**src/design/rc4_pkg.sv**
```systemverilog
// ----------------------------------------------------------------------------
// RC4 stream cipher package
// Shared constants and the command and status groups between the controller
// and the datapath.
// ----------------------------------------------------------------------------
package rc4_pkg;

   // Permutation size and index width.
   localparam int SBOX_DEPTH = 256;
   localparam int IDX_W      = 8;

   // Default limit on stored key bytes.
   localparam int KEY_MAX_DEF = 256;

   // Key count width: holds 0 up to the full store depth.
   localparam int CNT_W = 9;

   // Commands from the controller to the datapath; several may be set together,
   // such as capture, key write and schedule start at accept.
   typedef struct packed {
      logic capture;     // Register the accepted input byte.
      logic key_wr;      // Append the accepted byte to the key store.
      logic sched_start; // Latch the key length, clear n, j and key position.
      logic init_wr;     // Write sbox[n] = n and step n.
      logic ks_rd;       // Read sbox[n] and key[kpos].
      logic ks_j;        // Update j from sbox[n] and the key byte, read sbox[j].
      logic ks_wa;       // Write sbox[n] = old sbox[j].
      logic ks_wb;       // Write sbox[j] = old sbox[n], step n and kpos.
      logic sched_done;  // Clear i, j and the key count.
      logic gen_i;       // Step i and read sbox[i].
      logic gen_j;       // Update j and read sbox[j].
      logic gen_wa;      // Write sbox[i] = old sbox[j], read sbox[t].
      logic gen_wb;      // Write sbox[j] = old sbox[i], capture keystream.
      logic rsp_load;    // Load the result register.
      logic rsp_no_key;  // The loaded result is the no-key answer.
   } rc4_cmd_type;

   // Status from the datapath to the controller.
   typedef struct packed {
      logic n_last; // The schedule index stands at its final entry.
   } rc4_status_type;

endpackage

```
**src/design/rc4_ctrl.sv**
```systemverilog
// ----------------------------------------------------------------------------
// RC4 controller
// Sequences key loading, key scheduling and keystream generation, and owns
// both handshakes.
// ----------------------------------------------------------------------------
module rc4_ctrl (
   input  logic                    clock,
   input  logic                    reset,
   input  logic                    req_valid,
   output logic                    req_ready,
   input  logic                    req_mode,
   input  logic                    req_last_key,
   output logic                    rsp_valid,
   input  logic                    rsp_ready,
   output rc4_pkg::rc4_cmd_type    cmd,
   input  rc4_pkg::rc4_status_type status
);

   typedef enum logic [3:0] {
      ST_IDLE,
      ST_INIT,
      ST_KS_RD,
      ST_KS_J,
      ST_KS_WA,
      ST_KS_WB,
      ST_GEN_I,
      ST_GEN_J,
      ST_GEN_WA,
      ST_GEN_WB,
      ST_RSP
   } state_type;

   state_type state_ff, state_in;
   logic      key_ready_ff, key_ready_in;
   logic      no_key_ff, no_key_in;
   logic      rsp_valid_ff, rsp_valid_in;
   logic      accept;
   logic      slot_free;

   assign accept    = req_valid && (state_ff == ST_IDLE);
   assign slot_free = !rsp_valid_ff || rsp_ready;
   assign req_ready = (state_ff == ST_IDLE);
   assign rsp_valid = rsp_valid_ff;

   // Next state and command decode.
   always_comb begin
      state_in     = state_ff;
      key_ready_in = key_ready_ff;
      no_key_in    = no_key_ff;
      cmd          = '0;
      case (state_ff)
         ST_IDLE: begin
            if (accept) begin
               cmd.capture = 1'b1;
               if (!req_mode) begin
                  cmd.key_wr = 1'b1;
                  if (req_last_key) begin
                     cmd.sched_start = 1'b1;
                     state_in        = ST_INIT;
                  end
               end else if (key_ready_ff) begin
                  no_key_in = 1'b0;
                  state_in  = ST_GEN_I;
               end else begin
                  no_key_in = 1'b1;
                  state_in  = ST_RSP;
               end
            end
         end
         ST_INIT: begin
            cmd.init_wr = 1'b1;
            if (status.n_last) begin
               state_in = ST_KS_RD;
            end
         end
         ST_KS_RD: begin
            cmd.ks_rd = 1'b1;
            state_in  = ST_KS_J;
         end
         ST_KS_J: begin
            cmd.ks_j = 1'b1;
            state_in = ST_KS_WA;
         end
         ST_KS_WA: begin
            cmd.ks_wa = 1'b1;
            state_in  = ST_KS_WB;
         end
         ST_KS_WB: begin
            cmd.ks_wb = 1'b1;
            if (status.n_last) begin
               cmd.sched_done = 1'b1;
               key_ready_in   = 1'b1;
               state_in       = ST_IDLE;
            end else begin
               state_in = ST_KS_RD;
            end
         end
         ST_GEN_I: begin
            cmd.gen_i = 1'b1;
            state_in  = ST_GEN_J;
         end
         ST_GEN_J: begin
            cmd.gen_j = 1'b1;
            state_in  = ST_GEN_WA;
         end
         ST_GEN_WA: begin
            cmd.gen_wa = 1'b1;
            state_in   = ST_GEN_WB;
         end
         ST_GEN_WB: begin
            cmd.gen_wb = 1'b1;
            state_in   = ST_RSP;
         end
         ST_RSP: begin
            // Wait until the result register is free or being emptied.
            if (slot_free) begin
               cmd.rsp_load   = 1'b1;
               cmd.rsp_no_key = no_key_ff;
               state_in       = ST_IDLE;
            end
         end
         default: begin
            state_in = ST_IDLE;
         end
      endcase
   end

   // The result valid flag follows loads and the output handshake.
   always_comb begin
      if (cmd.rsp_load) begin
         rsp_valid_in = 1'b1;
      end else if (rsp_ready) begin
         rsp_valid_in = 1'b0;
      end else begin
         rsp_valid_in = rsp_valid_ff;
      end
   end

   // State and registered outputs.
   always_ff @(posedge clock) begin
      if (reset) begin
         state_ff     <= ST_IDLE;
         key_ready_ff <= 1'b0;
         no_key_ff    <= 1'b0;
         rsp_valid_ff <= 1'b0;
      end else begin
         state_ff     <= state_in;
         key_ready_ff <= key_ready_in;
         no_key_ff    <= no_key_in;
         rsp_valid_ff <= rsp_valid_in;
      end
   end

endmodule

```
**config.mk**
```make
export PLATFORM = sky130hd
export DESIGN_NAME = rc4_ctrl
export DESIGN_NICKNAME = d
export VERILOG_FILES = /design/src/design/rc4_pkg.sv /design/src/design/rc4_ctrl.sv
export SDC_FILE = /design/constraint.sdc
export NUM_CORES = 1
export LEC_CHECK = 0
export ABC_CLOCK_PERIOD_IN_PS = 3600
export BUFFER_PORTS_ARGS = -buffer_cell sky130_fd_sc_hd__buf_2
export CAP_MARGIN = 10
export CORE_AREA = 2 2 39 41
export CTS_BUF_LIST = sky130_fd_sc_hd__clkbuf_4
export DETAILED_ROUTE_END_ITERATION = 10
export DIE_AREA = 0 0 41 43
export PLACE_DENSITY_LB_ADDON = 0.1
export SYNTH_ARGS = -nofsm -noshare
export SYNTH_HDL_FRONTEND = slang
export SYNTH_SLANG_ARGS = --single-unit
```
**constraint.sdc**
```tcl
create_clock -name clock -period 3.6 [get_ports clock]
set_input_delay 0.18 -clock clock [delete_from_list [all_inputs] [get_ports clock]]
set_output_delay 0.18 -clock clock [all_outputs]
set_load 0.05 [all_outputs]
```
==> impl_metrics.py, run 1 <==
metrics = {
    "die": {
        "die_area_sq_um": 1760,
        "die_w_microns": 41,
        "start_util_pct": 39.7,
        "core_sq_um": 1380,
        "fp.dieH_microns": 43,
        "rows": 14,
        "io_pins": 24,
    },
    "synthesis": {
        "ys_seq_elements": 7,
        "synth.top_cell.area_share_pct": 25.5,
        "syn_area_per_cell_sq_um": 8.08,
        "async_flop_share_pct": 0,
        "yosys.area.top_type": "dfxtp_1",
        "synth_edf_count": 0,
        "synth_common_cells": "nor2_1 (8), dfxtp_1 (7), a21oi_1 (5), nor3_1 (5)",
        "yosysWarnings": 0,
        "ys.flop_type": "dfxtp_1",
        "syn-cell-area_sq_um": 549,
        "ys_seq_area_share_pct": 25.5,
        "yosysMostFrequentCell": "nor2_1",
        "synth_cells": 68,
        "synthDistinctLibCells": 31,
        "synth_area_leaders": "dfxtp_1 (26%), o41ai_2 (5.9%), nor2_1 (5.5%)",
        "syn_nets": 75,
    },
    "placement": {
        "port_buffers": 23,
        "gp_congestion": 0.806,
        "dp_hpwl_microns": 978,
        "dp_cells": 101,
    },
    "timing": {
        "finClkSkew_ns": 0.00188,
        "fin_crit_sh_pct": 56.4,
        "worst_pin_slew_ns": 0.539,
        "slew_headroom_pct": 63.7,
        "slew_violations": 0,
        "setup_violations": 0,
        "hold_violations": 0,
        "clock.fmax_mhz": 492,
        "rsz0062_at_grt": "false",
        "tns_ns": 0,
        "fin_crit_ns": 2.03,
    },
    "detailed_routing": {
        "post_drt_wl_per_cell_microns": 12.3,
        "wl_microns": 1290,
        "postRouteAntennaNets": 0,
        "vias": 560,
        "drc_errors": 0,
        "drt_iter0_drc": 5,
        "dr.pass1.iters": 4,
        "vias_per_cell": 5.33,
    },
    "clock_tree": {
        "clock_sinks": 7,
        "postCtsSetupBuffers": 0,
        "ctsResizeCount": 0,
        "cts_tree": "yes",
        "cts-root-buf": "clkbuf_4",
        "cts_buffer_depth": 2,
        "clk_latency_ns": 0.26,
        "clkTransAtPathRegs_ns": 0.05,
        "cts_buffers": 3,
        "cts_hold_buf": 0,
        "h-tree-depth": 1,
    },
    "critical_path": {
        "worstPathCellList": "nor4_4 -> and2_2 -> and2b_1 -> and2_1 -> buf_2",
        "cp.arrival_ns": 1.85,
        "path_buf_inv": 1,
        "start_kind": "flop",
        "worstSetupEndpointType": "primary output",
        "critPathKind": "flop to primary output",
        "critPathMaxStageDelay_ns": 0.45,
        "path_delay_family": "simple AND/OR/NAND/NOR gates",
        "crit_fanout": 14,
        "crit_slowest_cell": "dfxtp_1",
        "cp.required_ns": 3.42,
    },
    "pwr": {
        "p_leak_nw": 0.305,
        "power_density_nw_per_um2": 805,
        "peakVddDrop_uv": 302,
    },
    "global_routing": {
        "overflow": 0,
        "grt_max_degree": 15,
        "grt_pass1_wl_microns": 2080,
        "antenna_found_initial": 0,
        "track_usage_pct": 17.1,
        "grt_pass1_vias": 463,
    },
    "finish": {
        "n_antenna_cell": 0,
        "fin_nets": 97,
        "stdcell_count": 105,
        "area_growth_pct": 23.2,
        "fillers": 140,
        "drive_above_1_share_pct": 40.4,
    },
    "outcome": {
        "status": "completed",
    },
    "min_path": {
        "hold_path.class": "primary input to flop",
    },
    "flow_run": {
        "max_cap_violations": 0,
    },
}
==> layout make-up <==
type	count	area (sq um)	area share (%)
clock buffers	4	30.0	4.44
inverters	2	7.51	1.11
multi-input cells	53	364	53.8
flip-flops and latches	7	140	20.7
well taps	16	20.0	2.96
repair buffers	23	115	17.0
==> through the flow <==
step           instance area [sq um]  setup slack, ns  total power [mW]  hold WS, ns  util (%)
5_1_grt                          677             1.47             0.577        0.213      48.9
2_1_floorplan                    549            0.927             0.413        0.296         -
4_1_cts                          677             1.57             0.548        0.198      48.9
3_3_place_gp                     647             1.91             0.464        0.481      46.7
3_5_place_dp                     647             1.86             0.463        0.475      46.7
6_report                         677             1.57             0.545        0.204      48.9
==> report_power, final <==
part / internal, mW / switching [mW] / total (mW)
sequential: 0.0944 / 0.0504 / 0.145
combinational: 0.102 / 0.217 / 0.319
clock: 0.0500 / 0.0315 / 0.0815
==> routing by layer <==
layer / routed length (microns) / vias up / share of wire [%] / track usage (%)
met1: 646 / 249 / 50 / 24.7
met4: 19 / 0 / 1.5 / 8.00
met5: 0 / - / 0 / 0
met3: 79 / 3 / 6.1 / 6.28
li1: - / 293 / - / -
met2: 542 / 15 / 42 / 21.6
==> kinds of logic after synthesis <==
family,count (synthesis),share of synthesized area (%)
compound gates,18,26.7
simple gates,35,39.6
buf+inv,8,8.20
flops,7,25.5
==> layout by cell type (no fill, tap or decap), types with 2 or more instances in the layout <==
cell type / count
dfxtp_1: 7
o22a_1: 2
o21ai_0: 4
nor2_1: 8
nand2b_1: 4
o41ai_2: 2
a21oi_1: 5
nand2_1: 4
inv_1: 2
nor3_1: 5
buf_2: 23
clkbuf_4: 4
and2_1: 2
nor3b_1: 2
==> sequential cells by signal, indices dropped and copies added, names as in the netlist <==
register / count
state_ff: 4
key_ready_ff: 1
no_key_ff: 1
rsp_valid: 1
==> worst paths after layout <==
kind	from	end	slack (ns)	cells after the start
setup reg to reg	state_ff[0]	state_ff[1]	1.93	4
hold / removal	req_mode	no_key_ff	0.20	2
hold reg to reg	no_key_ff	no_key_ff	0.51	2
setup / recovery	state_ff[2]	cmd[12]	1.57	5
No activity file was read; power rests on OpenSTA's default activity.
==> run 2, diff against run 1 <==
ABC_CLOCK_PERIOD_IN_PS = 2100   (was 3600)
clock period = 2.1 ns   (was 3.6 ns; I/O delays follow)
==> run 2 against run 1 <==
- critical path depth stayed put
- utilization is 1.1 points higher
- combinational power is 79% higher
- non-clock buffer count is 1 higher
- clock skew is 0.00053 ns higher
- clock power is 68% higher
- register-to-register slack worse by 1.5 ns
- setup slack worse by 1.4 ns
- die area stayed put
==> impl_metrics.py, run 2 (synthesized netlist as in run 1, its figures left out) <==
metrics = {
    "timing": {
        "worst_pin_slew_ns": 0.510,
        "clock.fmax_mhz": 516,
        "fin_crit_sh_pct": 92.3,
        "hold_violations": 0,
        "finalWorstSetupSlack_ns": 0.163,
        "finClkSkew_ns": 0.00241,
        "slew_violations": 0,
        "setup_violations": 0,
        "fin_crit_ns": 1.94,
        "slew_headroom_pct": 66.0,
        "rsz0062_at_grt": "false",
        "whs_ns": 0.144,
    },
    "detailed_routing": {
        "dr.pass1.iters": 4,
        "drt_iter0_drc": 8,
        "postRouteAntennaNets": 0,
        "drc_errors": 0,
        "vias": 568,
        "wl_microns": 1390,
        "post_drt_wl_per_cell_microns": 13.1,
        "vias_per_cell": 5.36,
    },
    "pwr": {
        "power_density_nw_per_um2": 1380,
        "p_leak_nw": 0.311,
        "peakVddDrop_uv": 677,
    },
    "clock_tree": {
        "ctsResizeCount": 0,
        "cts_tree": "yes",
        "cts_hold_buf": 0,
        "clock_sinks": 7,
        "clk_latency_ns": 0.25,
        "clkTransAtPathRegs_ns": 0.05,
        "cts_buffers": 3,
        "h-tree-depth": 1,
        "cts_buffer_depth": 2,
        "postCtsSetupBuffers": 0,
        "cts-root-buf": "clkbuf_4",
    },
    "global_routing": {
        "track_usage_pct": 18.4,
        "grt_pass1_wl_microns": 2120,
        "overflow": 0,
        "antenna_found_initial": 0,
        "grt_max_degree": 14,
        "grt_pass1_vias": 463,
    },
    "placement": {
        "placed_cell_area_sq_um": 662,
        "port_buffers": 23,
        "dp_cells": 102,
        "dp_hpwl_microns": 1070,
        "pre_cts_ws_ns": 0.434,
        "gp_congestion": 0.828,
    },
    "finish": {
        "area_growth_pct": 26.0,
        "most-common-layout-cells": "buf_2 (23), nor2_1 (8), dfxtp_1 (6)",
        "fin_nets": 98,
        "n_antenna_cell": 0,
        "stdcell_count": 106,
        "fillers": 157,
        "multi_input_area_sq_um": 370,
        "drive_above_1_share_pct": 44.4,
        "largest_register_ffs": 4,
        "final_common_cell": "buf_2",
        "register_area_sq_um": 141,
        "largest-register": "state_ff",
        "final_area_sq_um": 692,
    },
    "critical_path": {
        "crit_fanout": 13,
        "reg2reg_depth": 4,
        "cp.arrival_ns": 1.83,
        "critPathKind": "flop to primary output",
        "start_kind": "flop",
        "worstSetupEndpointType": "primary output",
        "cp.required_ns": 2.00,
    },
    "min_path": {
        "min_path_cells": 2,
        "hold_path.class": "primary input to flop",
    },
    "die": {
        "start_util_pct": 39.7,
        "die_w_microns": 41,
        "core_sq_um": 1380,
        "io_pins": 24,
        "die_area_sq_um": 1760,
        "rows": 14,
        "fp.dieH_microns": 43,
    },
    "outcome": {
        "status": "completed",
    },
    "flow_run": {
        "max_cap_violations": 0,
    },
}
## run 2: cell types whose count changed in the layout (fill, tap and decap cells not counted), sizes merged
| cell | before | now |
|---|---|---|
| buf | 23 | 24 |
## run 2: final timing paths
check | start | to | slack [ns]
setup / recovery | state_ff[3] | cmd[12] | 0.16
hold / removal | reset | state_ff[3] | 0.14
setup reg to reg | state_ff[0] | state_ff[1] | 0.41
hold reg to reg | no_key_ff | no_key_ff | 0.51
## run 2: cell type report
type                            instances  share of cell area [%]
Multi-Input combinational cell         53                    53.5
Sequential cell                         7                    20.4
Timing Repair Buffer                   24                    17.7
Clock buffer                            4                    4.34
Tap cell                               16                    2.89
Inverter                                2                    1.08
## run 2: report_power, final
part / internal (mW) / switching, mW
Sequential: 0.163 / 0.0833
Clock: 0.0856 / 0.0519
Combinational: 0.190 / 0.382
## run 2: layer usage
layer	global-route usage, %	routed length [microns]	up-vias
li1	-	-	288
met1	25.8	634	258
met2	25.6	660	22
met3	7.85	97	0
met4	4.00	0	0
met5	0	0	-
## run 2: worst max-delay path: stages (launching register included)
cell and delay [ns]:
dfxtp_1 0.46, nor4_4 0.39, and2_4 0.22, and2b_4 0.14, and2_4 0.12, buf_2 0.25
## run 2: metrics by stage
| stage | setup TNS, ns | total power, mW | utilization (%) |
|---|---|---|---|
| global placement | 0 | 0.816 | 47.8 |
| floorplan | -0.00272 | 0.726 | - |
| global route | 0 | 1.02 | 50.0 |
| detailed placement | 0 | 0.820 | 47.8 |
| finish | 0 | 0.956 | 50.0 |
| CTS | 0 | 0.963 | 50.0 |
==> run 3, diff against run 2 <==
ABC_CLOCK_PERIOD_IN_PS = 2500   (was 2100)
CORE_AREA = 4 4 41 43   (was 2 2 39 41)
DIE_AREA = 0 0 45 47   (was 0 0 41 43)
clock period = 2.5 ns   (was 2.1 ns; I/O delays follow)
==> run 3 against run 2 <==
- critical path type unchanged
- power down 18%
- largest power group unchanged
- hold slack better by 0.00089 ns
- combinational power down 19%
==> impl_metrics.py, run 3 (synthesized netlist as in run 1, its figures left out) <==
metrics = {
    "outcome": {
        "status": "completed",
    },
    "finish": {
        "most-common-layout-cells": "buf_2 (23), nor2_1 (8), dfxtp_1 (7)",
        "final_common_cell": "buf_2",
        "drive_above_1_share_pct": 41.6,
        "largest_register_ffs": 4,
        "n_antenna_cell": 0,
        "area_growth_pct": 23.2,
        "fin_nets": 97,
        "largest-register": "state_ff",
    },
    "detailed_routing": {
        "drt_iter0_drc": 12,
        "drc_errors": 0,
        "postRouteAntennaNets": 0,
        "vias_per_cell": 5.59,
        "wl_microns": 1330,
        "dr.pass1.iters": 4,
        "post_drt_wl_per_cell_microns": 12.8,
        "vias": 581,
    },
    "timing": {
        "clock.fmax_mhz": 511,
        "slew_violations": 0,
        "slew_headroom_pct": 66.5,
        "worst_pin_slew_ns": 0.501,
        "whs_ns": 0.144,
        "fin_crit_sh_pct": 78.4,
        "fin_crit_ns": 1.96,
        "setup_violations": 0,
        "rsz0062_at_grt": "false",
        "hold_violations": 0,
        "tns_ns": 0,
        "finalWorstSetupSlack_ns": 0.541,
        "finClkSkew_ns": 0.00801,
    },
    "global_routing": {
        "antenna_found_initial": 0,
        "grt_pass1_wl_microns": 2230,
        "grt_pass1_vias": 516,
        "track_usage_pct": 14.8,
        "overflow": 0,
        "grt_max_degree": 15,
    },
    "die": {
        "die_w_microns": 45,
        "io_pins": 24,
        "core_sq_um": 1300,
        "die_area_sq_um": 2120,
        "fp.dieH_microns": 47,
        "start_util_pct": 42.2,
        "rows": 13,
    },
    "critical_path": {
        "critPathKind": "flop to primary output",
        "worstSetupEndpointType": "primary output",
        "start_kind": "flop",
        "cp.required_ns": 2.38,
        "cp.arrival_ns": 1.83,
        "critPathMaxStageDelay_ns": 0.46,
        "reg2reg_depth": 4,
        "path_buf_inv": 1,
        "worstPathCellList": "nor4_4 -> and2_2 -> and2b_1 -> and2_2 -> buf_2",
        "worstSetupPathDepth": 5,
        "crit_fanout": 13,
        "path_delay_family": "simple AND/OR/NAND/NOR gates",
        "crit_slowest_cell": "dfxtp_1",
        "cp_common_cell": "and2_2",
    },
    "placement": {
        "dp_hpwl_microns": 1040,
        "gp_congestion": 0.854,
        "port_buffers": 23,
        "pre_cts_ws_ns": 0.829,
    },
    "min_path": {
        "min_path_cells": 3,
        "hold_path.class": "primary input to flop",
    },
    "pwr": {
        "peakVddDrop_uv": 441,
        "power_density_nw_per_um2": 1160,
        "p_leak_nw": 0.305,
    },
    "clock_tree": {
        "cts_hold_buf": 0,
        "postCtsSetupBuffers": 0,
        "cts-root-buf": "clkbuf_4",
        "clkTransAtPathRegs_ns": 0.06,
        "cts_tree": "yes",
        "clock_sinks": 7,
        "clk_latency_ns": 0.26,
        "ctsResizeCount": 0,
        "h-tree-depth": 1,
        "cts_buffer_depth": 2,
        "cts_buffers": 3,
    },
    "flow_run": {
        "max_cap_violations": 0,
    },
}
run 3: changes by cell type in the layout (fill, tap and decap cells not counted):
| cell | previous run | this run |
|---|---|---|
| and2_2 | 0 | 2 |
| and2_4 | 2 | 0 |
| and2b_1 | 0 | 1 |
| and2b_4 | 1 | 0 |
| buf_4 | 1 | 0 |
| dfxtp_1 | 6 | 7 |
| dfxtp_2 | 1 | 0 |
run 3: final timing paths:
check              startpoint  slack, ns      endpoint
setup / recovery  state_ff[3]       0.54       cmd[12]
hold / removal         status       0.14  key_ready_ff
setup reg to reg  state_ff[2]       0.88   state_ff[1]
hold reg to reg     no_key_ff       0.51     no_key_ff
run 3: metrics by stage:
step	util [%]	total power, mW	std cells	instance area [sq um]
CTS	52.0	0.793	104	677
global route	52.0	0.844	104	677
floorplan	-	0.598	68	551
detailed placement	49.7	0.672	100	647
global placement	49.7	0.675	100	647
finish	52.0	0.787	104	677
run 3: tightest hold or removal path, stage by stage:
cell and delay (ns):
buf_2 0.11, a21oi_1 0.06, nor2_1 0.07
run 3: where the power goes:
group	internal [mW]	switching, mW	leakage (nW)	total (mW)
Combinational	0.150	0.313	0.229	0.463
Clock	0.0721	0.0466	0.0184	0.119
Sequential	0.136	0.0695	0.0572	0.205
Total	0.358	0.429	0.305	0.787
run 3: area by class of cell:
type	count	area (sq um)
clock buffer	4	30.0
fill	138	624
inverter	2	7.51
multi-input combinational	53	365
sequential	7	140
tap	15	18.8
timing repair buffer	23	115
run 3: metal layers:
metal  routed length (microns)  vias up  part of all wire, %  GRT usage, %
li1                          -      290                    -             -
met4                        24        0                  1.8          9.94
met2                       611       25                   46          21.8
met1                       596      264                   45          18.4
met3                        99        2                  7.4          4.98
met5                         0        -                    0             0
